File: config.mk
export PLATFORM = sky130hd
export DESIGN_NAME = i2c_master_byte_engine_unit
export DESIGN_NICKNAME = d
export VERILOG_FILES = /design/src/hw/rtl/i2cmbe_pkg.sv /design/src/hw/rtl/i2c_master_byte_engine_unit.sv
export SDC_FILE = /design/constraint.sdc
export NUM_CORES = 1
export LEC_CHECK = 0
export BUFFER_PORTS_ARGS = -buffer_cell sky130_fd_sc_hd__buf_2
export CORE_UTILIZATION = 45
export CTS_BUF_LIST = sky130_fd_sc_hd__clkbuf_8 sky130_fd_sc_hd__clkbuf_16
export DETAILED_ROUTE_END_ITERATION = 10
export MAX_ROUTING_LAYER = met4
export PLACE_DENSITY = 0.67
export SYNTH_ARGS = -nofsm -noshare
export SYNTH_HDL_FRONTEND = slang
export SYNTH_SLANG_ARGS = --single-unit
File: constraint.sdc
create_clock -name clk -period 5.3 [get_ports clk]
set_input_delay 1.325 -clock clk [delete_from_list [all_inputs] [get_ports clk]]
set_output_delay 1.325 -clock clk [all_outputs]
set_load 0.02 [all_outputs]
File: src/hw/rtl/i2cmbe_pkg.sv
// Shared types and constants for the I2C master byte engine.
// No dependencies; imported by i2c_master_byte_engine_unit.
package i2cmbe_pkg;

    // Command codes carried in the kind field
    localparam logic [2:0] KIND_NONE     = 3'd0;
    localparam logic [2:0] KIND_START    = 3'd1;
    localparam logic [2:0] KIND_STOP     = 3'd2;
    localparam logic [2:0] KIND_WRITE    = 3'd3;
    localparam logic [2:0] KIND_READ_ACK = 3'd4;
    localparam logic [2:0] KIND_READ_NAK = 3'd5;

    // Phase timing
    localparam logic [7:0] DELAY_RESET = 8'd32;
    localparam logic [7:0] DELAY_MIN   = 8'd1;

    // Bit counter: bit 3 marks a full byte on write, holds ACK level on read
    localparam logic [3:0] BITS_PER_BYTE = 4'd8;
    localparam int         ACK_BIT       = 3;

    // Bus phases
    typedef enum logic [3:0] {
        PH_IDLE  = 4'd0,
        PH_ST_A  = 4'd1,
        PH_ST_B  = 4'd2,
        PH_SP_A  = 4'd3,
        PH_SP_B  = 4'd4,
        PH_SP_C  = 4'd5,
        PH_WR_LO = 4'd6,
        PH_WR_HI = 4'd7,
        PH_WA_LO = 4'd8,
        PH_WA_HI = 4'd9,
        PH_RD_LO = 4'd10,
        PH_RD_HI = 4'd11,
        PH_RA_LO = 4'd12,
        PH_RA_HI = 4'd13,
        PH_HOLD  = 4'd14
    } phase_t;

    // One result word as held in the output stage
    typedef struct packed {
        logic       scl_out;
        logic       sda_out;
        logic       busy_res;
        logic       done_res;
        logic [7:0] rx_byte;
        logic       nack;
        logic       bus_idle;
    } result_t;

endpackage

File: src/hw/rtl/i2c_master_byte_engine_unit.sv
// I2C master byte engine: phase sequencer, bit shifter and output skid stage.
// Depends on i2cmbe_pkg for command codes, phase enum and result struct.

// Each accepted input word is one tick of the bus engine and yields exactly one
// result word. The tick is evaluated combinationally from the engine state
// registers and the input word; the result lands in an output register backed
// by a one-word skid register, so a new word is accepted every cycle as long
// as the skid register is empty. A command (start, stop, byte write, byte read
// with ACK or NACK) is taken only on a tick where the engine is idle and is
// ignored otherwise; every bus phase lasts delay_ticks ticks (0 acts as 1).
// Write delay_ticks only while idle.
module i2c_master_byte_engine_unit (
    input  logic       clk,
    input  logic       rst_n,
    // configuration
    input  logic       cfg_wr_en,
    input  logic [7:0] cfg_wr_data,
    // input channel
    input  logic       in_valid,
    output logic       in_stall,
    input  logic [2:0] kind,
    input  logic [7:0] tx_byte,
    input  logic       sda_in,
    input  logic       scl_in,
    // result channel
    output logic       out_valid,
    input  logic       out_stall,
    output logic       scl_out,
    output logic       sda_out,
    output logic       busy_res,
    output logic       done_res,
    output logic [7:0] rx_byte,
    output logic       nack,
    output logic       bus_idle
);
    import i2cmbe_pkg::*;

    // Engine state
    logic [7:0] delay_reg;
    phase_t     phase_reg,  phase_next;
    logic [3:0] bit_count_reg, bit_count_next;
    logic [7:0] shift_reg,  shift_next;
    logic [7:0] tick_reg,   tick_next;
    logic [7:0] rx_reg,     rx_next;
    logic       nack_reg,   nack_next;
    logic       scl_reg,    scl_next;
    logic       sda_reg,    sda_next;
    logic       done_next;

    // Output stage
    logic    out_valid_reg, skid_valid_reg;
    result_t out_data_reg,  skid_data_reg;
    result_t result_next;

    logic       accept;
    logic       out_take;
    logic [7:0] delay_eff;
    logic [8:0] tick_inc;
    logic [3:0] bit_inc;
    logic [7:0] shift_wr;
    logic [7:0] shift_rd;
    logic       ack_level;

    assign accept    = in_valid && !skid_valid_reg;
    assign out_take  = out_valid_reg && !out_stall;
    assign delay_eff = (delay_reg == 8'd0) ? DELAY_MIN : delay_reg;
    assign tick_inc  = {1'b0, tick_reg} + 9'd1;
    assign bit_inc   = bit_count_reg + 4'd1;
    assign shift_wr  = {shift_reg[6:0], 1'b0};
    assign shift_rd  = {shift_reg[6:0], sda_in};
    assign ack_level = bit_count_reg[ACK_BIT];

    // Next engine state for one tick
    always_comb
    begin
        phase_next     = phase_reg;
        bit_count_next = bit_count_reg;
        shift_next     = shift_reg;
        tick_next      = tick_reg;
        rx_next        = rx_reg;
        nack_next      = nack_reg;
        scl_next       = scl_reg;
        sda_next       = sda_reg;
        done_next      = 1'b0;
        if (phase_reg == PH_IDLE)
        begin
            // Take a command, counting starts on the next tick
            tick_next = 8'd0;
            case (kind)
                KIND_START:
                begin
                    phase_next = PH_ST_A;
                    scl_next   = 1'b1;
                    sda_next   = 1'b1;
                end
                KIND_STOP:
                begin
                    phase_next = PH_SP_A;
                    scl_next   = 1'b0;
                    sda_next   = 1'b0;
                end
                KIND_WRITE:
                begin
                    phase_next     = PH_WR_LO;
                    shift_next     = tx_byte;
                    bit_count_next = 4'd0;
                    scl_next       = 1'b0;
                    sda_next       = tx_byte[7];
                end
                KIND_READ_ACK, KIND_READ_NAK:
                begin
                    phase_next     = PH_RD_LO;
                    shift_next     = 8'd0;
                    bit_count_next = (kind == KIND_READ_NAK) ? BITS_PER_BYTE : 4'd0;
                    scl_next       = 1'b0;
                    sda_next       = 1'b1;
                end
                default:
                begin
                    phase_next = PH_IDLE;
                end
            endcase
        end
        else if (tick_inc < {1'b0, delay_eff})
        begin
            // Still inside the current phase
            tick_next = tick_inc[7:0];
        end
        else
        begin
            // Phase ends: sample and advance
            tick_next = 8'd0;
            case (phase_reg)
                PH_ST_A:
                begin
                    phase_next = PH_ST_B;
                    scl_next   = 1'b1;
                    sda_next   = 1'b0;
                end
                PH_ST_B:
                begin
                    phase_next = PH_HOLD;
                    scl_next   = 1'b0;
                    sda_next   = 1'b0;
                end
                PH_SP_A:
                begin
                    phase_next = PH_SP_B;
                    scl_next   = 1'b1;
                    sda_next   = 1'b0;
                end
                PH_SP_B:
                begin
                    phase_next = PH_SP_C;
                    scl_next   = 1'b1;
                    sda_next   = 1'b1;
                end
                PH_WR_LO:
                begin
                    phase_next = PH_WR_HI;
                    scl_next   = 1'b1;
                    sda_next   = shift_reg[7];
                end
                PH_WR_HI:
                begin
                    shift_next     = shift_wr;
                    bit_count_next = bit_inc;
                    scl_next       = 1'b0;
                    if (bit_inc >= BITS_PER_BYTE)
                    begin
                        phase_next = PH_WA_LO;
                        sda_next   = 1'b1;
                    end
                    else
                    begin
                        phase_next = PH_WR_LO;
                        sda_next   = shift_wr[7];
                    end
                end
                PH_WA_LO:
                begin
                    phase_next = PH_WA_HI;
                    scl_next   = 1'b1;
                    sda_next   = 1'b1;
                end
                PH_WA_HI:
                begin
                    nack_next  = sda_in;
                    phase_next = PH_HOLD;
                    scl_next   = 1'b0;
                    sda_next   = 1'b1;
                end
                PH_RD_LO:
                begin
                    phase_next = PH_RD_HI;
                    scl_next   = 1'b1;
                    sda_next   = 1'b1;
                end
                PH_RD_HI:
                begin
                    shift_next = shift_rd;
                    scl_next   = 1'b0;
                    if (bit_count_reg[2:0] == 3'd7)
                    begin
                        bit_count_next = {ack_level, 3'd0};
                        rx_next        = shift_rd;
                        phase_next     = PH_RA_LO;
                        sda_next       = ack_level;
                    end
                    else
                    begin
                        bit_count_next = {ack_level, bit_inc[2:0]};
                        phase_next     = PH_RD_LO;
                        sda_next       = 1'b1;
                    end
                end
                PH_RA_LO:
                begin
                    phase_next = PH_RA_HI;
                    scl_next   = 1'b1;
                    sda_next   = ack_level;
                end
                PH_RA_HI:
                begin
                    phase_next = PH_HOLD;
                    scl_next   = 1'b0;
                    sda_next   = ack_level;
                end
                PH_HOLD:
                begin
                    phase_next = PH_IDLE;
                    scl_next   = 1'b0;
                    sda_next   = 1'b1;
                    done_next  = 1'b1;
                end
                default:
                begin
                    // Stop end, or an unused code: release the bus
                    phase_next = PH_IDLE;
                    scl_next   = 1'b1;
                    sda_next   = 1'b1;
                    done_next  = 1'b1;
                end
            endcase
        end
    end

    // Form the result word of this tick
    always_comb
    begin
        result_next.scl_out  = scl_next;
        result_next.sda_out  = sda_next;
        result_next.busy_res = (phase_next != PH_IDLE);
        result_next.done_res = done_next;
        result_next.rx_byte  = rx_next;
        result_next.nack     = nack_next;
        result_next.bus_idle = sda_in & scl_in;
    end

    // Configuration register
    always_ff @(posedge clk or negedge rst_n)
    begin
        if (!rst_n)
        begin
            delay_reg <= DELAY_RESET;
        end
        else if (cfg_wr_en)
        begin
            delay_reg <= cfg_wr_data;
        end
    end

    // Engine state registers, advance once per accepted word
    always_ff @(posedge clk or negedge rst_n)
    begin
        if (!rst_n)
        begin
            phase_reg     <= PH_IDLE;
            bit_count_reg <= 4'd0;
            shift_reg     <= 8'd0;
            tick_reg      <= 8'd0;
            rx_reg        <= 8'd0;
            nack_reg      <= 1'b0;
            scl_reg       <= 1'b1;
            sda_reg       <= 1'b1;
        end
        else if (accept)
        begin
            phase_reg     <= phase_next;
            bit_count_reg <= bit_count_next;
            shift_reg     <= shift_next;
            tick_reg      <= tick_next;
            rx_reg        <= rx_next;
            nack_reg      <= nack_next;
            scl_reg       <= scl_next;
            sda_reg       <= sda_next;
        end
    end

    // Output register with skid: drain skid first, else load the new word
    always_ff @(posedge clk or negedge rst_n)
    begin
        if (!rst_n)
        begin
            out_valid_reg  <= 1'b0;
            skid_valid_reg <= 1'b0;
        end
        else if (out_take || !out_valid_reg)
        begin
            if (skid_valid_reg)
            begin
                out_valid_reg  <= 1'b1;
                skid_valid_reg <= 1'b0;
            end
            else
            begin
                out_valid_reg <= accept;
            end
        end
        else if (accept)
        begin
            skid_valid_reg <= 1'b1;
        end
    end

    // Result payload, no reset needed
    always_ff @(posedge clk)
    begin
        if (out_take || !out_valid_reg)
        begin
            if (skid_valid_reg)
            begin
                out_data_reg <= skid_data_reg;
            end
            else if (accept)
            begin
                out_data_reg <= result_next;
            end
        end
        else if (accept)
        begin
            skid_data_reg <= result_next;
        end
    end

    // Drive ports
    assign in_stall  = skid_valid_reg;
    assign out_valid = out_valid_reg;
    assign scl_out   = out_data_reg.scl_out;
    assign sda_out   = out_data_reg.sda_out;
    assign busy_res  = out_data_reg.busy_res;
    assign done_res  = out_data_reg.done_res;
    assign rx_byte   = out_data_reg.rx_byte;
    assign nack      = out_data_reg.nack;
    assign bus_idle  = out_data_reg.bus_idle;

endmodule

== Word-level counts from Yosys, hierarchy flattened ==
Index checks and enable logic that the tools add are counted.
Word-level totals
  bits of input ports: 26
  output and inout bits: 16
  flip-flop bits (word level): 73
  bits in latches: 0
  word-level logic and storage cells: 123
  memories kept: 0
  bits in writable memories: 0
  bits in read-only memories: 0
Cells by class
  order comparisons: 2
  eq/ne operators: 22
  mux-type cells: 44
  div/mod/pow operators: 0
  bitwise operators: 2
  add/sub/neg operators: 2
  reduce and logical (&&, ||, !) cells: 25
  multiply operators: 0
  shift operators: 0
Operators by type and width (number)
  $mux 8: 9
  $pmux 4 s10: 1
  $pmux 8 s2: 2
  $eq 4x4->1 const B: 7
  $mux 14: 2
  $mux 4: 6
  $mux 1: 16
  $pmux 4 s2: 2
  $pmux 4 s4: 1
  $eq 4x3->1 const B: 3
  $reduce_or 12->1: 1
  $add 8x1->9 const B: 1
  $eq 3x3->1 const B: 3
  $lt 9x8->1: 1
  $reduce_or 3->1: 3
  $eq 4x2->1 const B: 2
  $logic_not 8->1: 1
  $eq 3x2->1 const B: 2
  $mux 3: 2
  $reduce_bool 2->1: 3
  $reduce_or 6->1: 1
  $pmux 1 s5: 1
  $reduce_and 5->1: 1
  $add 4x1->4 const B: 1
  19 further kinds: 25

== Longest topological paths before layout ==
  word-level depth: 9
  mapped depth: 12
  depth with buffers taken out: 11

== Worst setup path after synthesis ==
No wires, ideal clock.
  path kind: input port to flip-flop
  from: input kind[1]
  to: register out_data_reg, in the netlist busy_res (data pin)
  path buffers: 0
  stages: 8
  arrival: 2.771 ns
  setup slack: 2.270 ns
  data required time: 5.040 ns
  cell sequence: inv_1 ha_1 or2_2 a21oi_1 o21ai_0 a2111oi_0 o22ai_1 mux2_2
RTL lines
  from (decl): line i2c_master_byte_engine_unit.sv:21  | input logic [2:0] kind,
  to (signal assigned): line i2c_master_byte_engine_unit.sv:333  | out_data_reg <= skid_data_reg;
  to (signal assigned): line i2c_master_byte_engine_unit.sv:337  | out_data_reg <= result_next;
  to (decl): line i2c_master_byte_engine_unit.sv:52  | result_t out_data_reg, skid_data_reg;

==> results.py <==
metrics = {
    "layout": {
        "fillers": 798,
        "final_common_cell": "dfrtp_1",
        "layout.nets": 434,
        "stdcell_count": 509,
        "area_delta_synth_final_pct": 10.95,
        "mostFrequentLayoutCells": "dfrtp_1 (42), buf_2 (41), nand2_1 (32)",
        "n_antenna_cell": 0,
        "largest_reg_flops": 14,
        "layout-drive-gt1-share_pct": 26.43,
    },
    "timing": {
        "slew_headroom_pct": 18.57,
        "worstMarginPinSlew_ns": 1.210,
        "fmax_ghz": 0.2844,
        "fin_hold_ws_ns": 0.5063,
        "hold_violations": 0,
        "finClkSkew_ns": 0.01196,
        "setup_viol_count_final": 0,
        "period_needed_ns": 3.516,
        "maxSlewViolCount": 0,
        "rsz0062_at_grt": "no",
        "fin_crit_sh_pct": 66.34,
        "fin_setup_tns_ns": 0,
    },
    "floorplanning": {
        "die_h_um": 96.67,
        "pin_count": 42,
        "rows": 34,
        "initial_utilization_pct": 46.47,
        "core-area_um2": 8678,
        "die_width_um": 96.67,
        "dieArea_um2": 9344,
    },
    "drt": {
        "final_antenna_net_count": 0,
        "drt-total-wl_um": 8361,
        "dr.pass1.iters": 5,
        "num_vias": 2862,
        "drtIter0Drc": 309,
        "routed_via_density": 5.623,
        "drt_drc_violations_left": 0,
        "avgRoutedWirePerCell_um": 16.43,
    },
    "global_route": {
        "grt_pass1_wl_um": 14280,
        "grt_use_total_pct": 19.54,
        "grt_pass1_vias": 2895,
        "antenna_found_initial": 0,
        "grt_max_degree": 46,
        "overflow": 0,
    },
    "power_and_ir_drop": {
        "peakVddDrop_v": 0.0002148,
        "p_leak_nw": 2.009,
        "powerDensity_nw_per_um2": 390.0,
        "power_mw": 1.745,
    },
    "placed_design": {
        "globalplace.congestion": 0.8415,
        "dpl.hpwl_um": 5813,
        "dp.cells": 493,
        "portBuffers": 41,
    },
    "worst_setup_path": {
        "critical_path_buf_inv_count": 0,
        "arrival_ns": 3.62,
        "worstPathRequired_ns": 5.40,
        "reg2reg_setup_slack_ns": 1.78,
        "cpPeakStageDelay_ns": 0.46,
        "critPathMaxFanout": 8,
        "r2r-start": "tick_reg[0]",
        "crit_chain": "ha_1 > nand3_2 > xnor2_1 > ha_1 > and3_1 > a221oi_1 > a21o_1 > a21o_1 > mux2_4 > mux2_2",
        "crit_family": "compound AO/OA/AOI/OAI gates",
        "crit_type": "register to register",
        "cpMaxStageDelayCell": "a21o_1",
        "r2r_end": "rx_byte[2]",
        "startpoint_type": "register",
        "end_kind": "register",
        "reg2reg_depth": 10,
    },
    "yosys": {
        "ys_seq_area_share_pct": 48.87,
        "synth_cells": 361,
        "synth_area_um2": 4033,
        "postSynthAreaPerCell_um2": 11.17,
        "synthArstFlopShare_pct": 61.64,
        "synth_fp_nets": 399,
        "synth_ff_type": "dfrtp_1",
        "synth_edf_count": 28,
        "ys_ff_latch": 73,
        "synth_cell_type_count": 61,
        "ys_warn_count": 0,
    },
    "worst_hold_path": {
        "hp-start": "shift_reg[7]",
        "whs_endpoint": "shift_reg[7]",
        "hold_class": "register to register",
        "whs_path_depth": 1,
    },
    "clock_network": {
        "h-tree-depth": 3,
        "post_cts_buffers": 0,
        "path_clk_slew_ns": 0.08,
        "cts_resized": 0,
        "insertion_delay_ns": 0.35,
        "clk_path_buf_depth": 2,
        "cts_buffers": 9,
        "cts_hold_buf": 0,
        "cts.sinks": 73,
        "cts-root-buf": "clkbuf_8",
        "cts_tree": "built",
    },
    "job": {
        "max_cap_violations": 0,
    },
    "run_status": {
        "status": "complete, no violations",
    },
}
[power by group]
part	leakage (nW)	total [mW]	internal (mW)	switching, mW
combinational	1.09	0.532	0.236	0.296
sequential	0.838	0.802	0.677	0.124
clock	0.0859	0.412	0.178	0.234
total	2.01	1.75	1.09	0.654
[metrics by stage]
step	utilization (%)	instance area (um2)	setup slack, ns
3_3_place_gp	49.41	4288	1.876
5_1_grt	51.56	4474	1.626
2_1_floorplan	-	4033	2.270
4_1_cts	51.56	4474	1.815
3_5_place_dp	49.41	4288	1.844
6_report	51.56	4474	1.784
[Yosys cell counts, drive strengths merged, types with 2 or more instances]
cell     n  area (um2)
mux2    44       555.5
dfrtp   42        1051
nand2   33       126.4
edfxtp  28       840.8
o21ai   24       120.1
nor2    23       96.35
a21oi   15       78.83
nand3   13       75.07
ha      12       150.1
inv     12       45.04
buf     10       66.31
clkbuf   9       33.78
a22o     8       70.07
nand2b   8       50.05
nor2b    7       43.79
nor3     6       30.03
xnor2    5       43.79
xor2     5       43.79
a21o     4       30.03
and3     4       25.02
dfstp    3       78.83
mux2i    3       30.03
nor4     3       18.77
o22ai    3       18.77
o31ai    3       22.52
a221oi   2       17.52
a31oi    2       12.51
and2     2       15.02
and3b    2       17.52
nand3b   2       15.01
nor3b    2       15.01
o211ai   2       15.01
or3      2       17.52
or4      2       15.01
[cell families after synthesis]
logic type,count (synthesis),synth area share [%]
AO/OA/AOI/OAI,76,12.60
XOR/XNOR,10,2.172
adder cells (fa/ha/maj),12,3.723
buffers and inverters,31,3.599
flip-flops,73,48.87
multiplexers,47,14.52
AND/OR/NAND/NOR,112,14.52
[layer usage]
layer	part of all wire, %	vias to the layer above	wire length, um	track usage (%)
met2	48	81	4039	31.15
met3	4.3	12	358	4.046
met5	0	-	0	-
li1	-	1398	-	-
met1	46	1371	3866	25.30
met4	1.2	0	97	5.626
[worst max path at each step]
stage                      from         end  depth (start not counted)
floorplan               kind[1]    busy_res                          8
global placement    tick_reg[0]  rx_byte[1]                         10
detailed placement  tick_reg[0]  rx_byte[1]                         10
CTS                 tick_reg[0]  rx_byte[7]                         10
global route        tick_reg[0]  rx_byte[7]                         10
finish              tick_reg[0]  rx_byte[2]                         10
[final cells by class]
type | count | area, um2 | area share [%]
Clock inverter | 7 | 62.56 | 1.398
Multi-Input combinational cell | 257 | 1917 | 42.84
Clock buffer | 9 | 123.9 | 2.768
Sequential cell | 73 | 1971 | 44.04
Inverter | 12 | 45.04 | 1.007
Tap cell | 108 | 135.1 | 3.020
Timing Repair Buffer | 43 | 220.2 | 4.922
(Power assumes the default switching activity.)
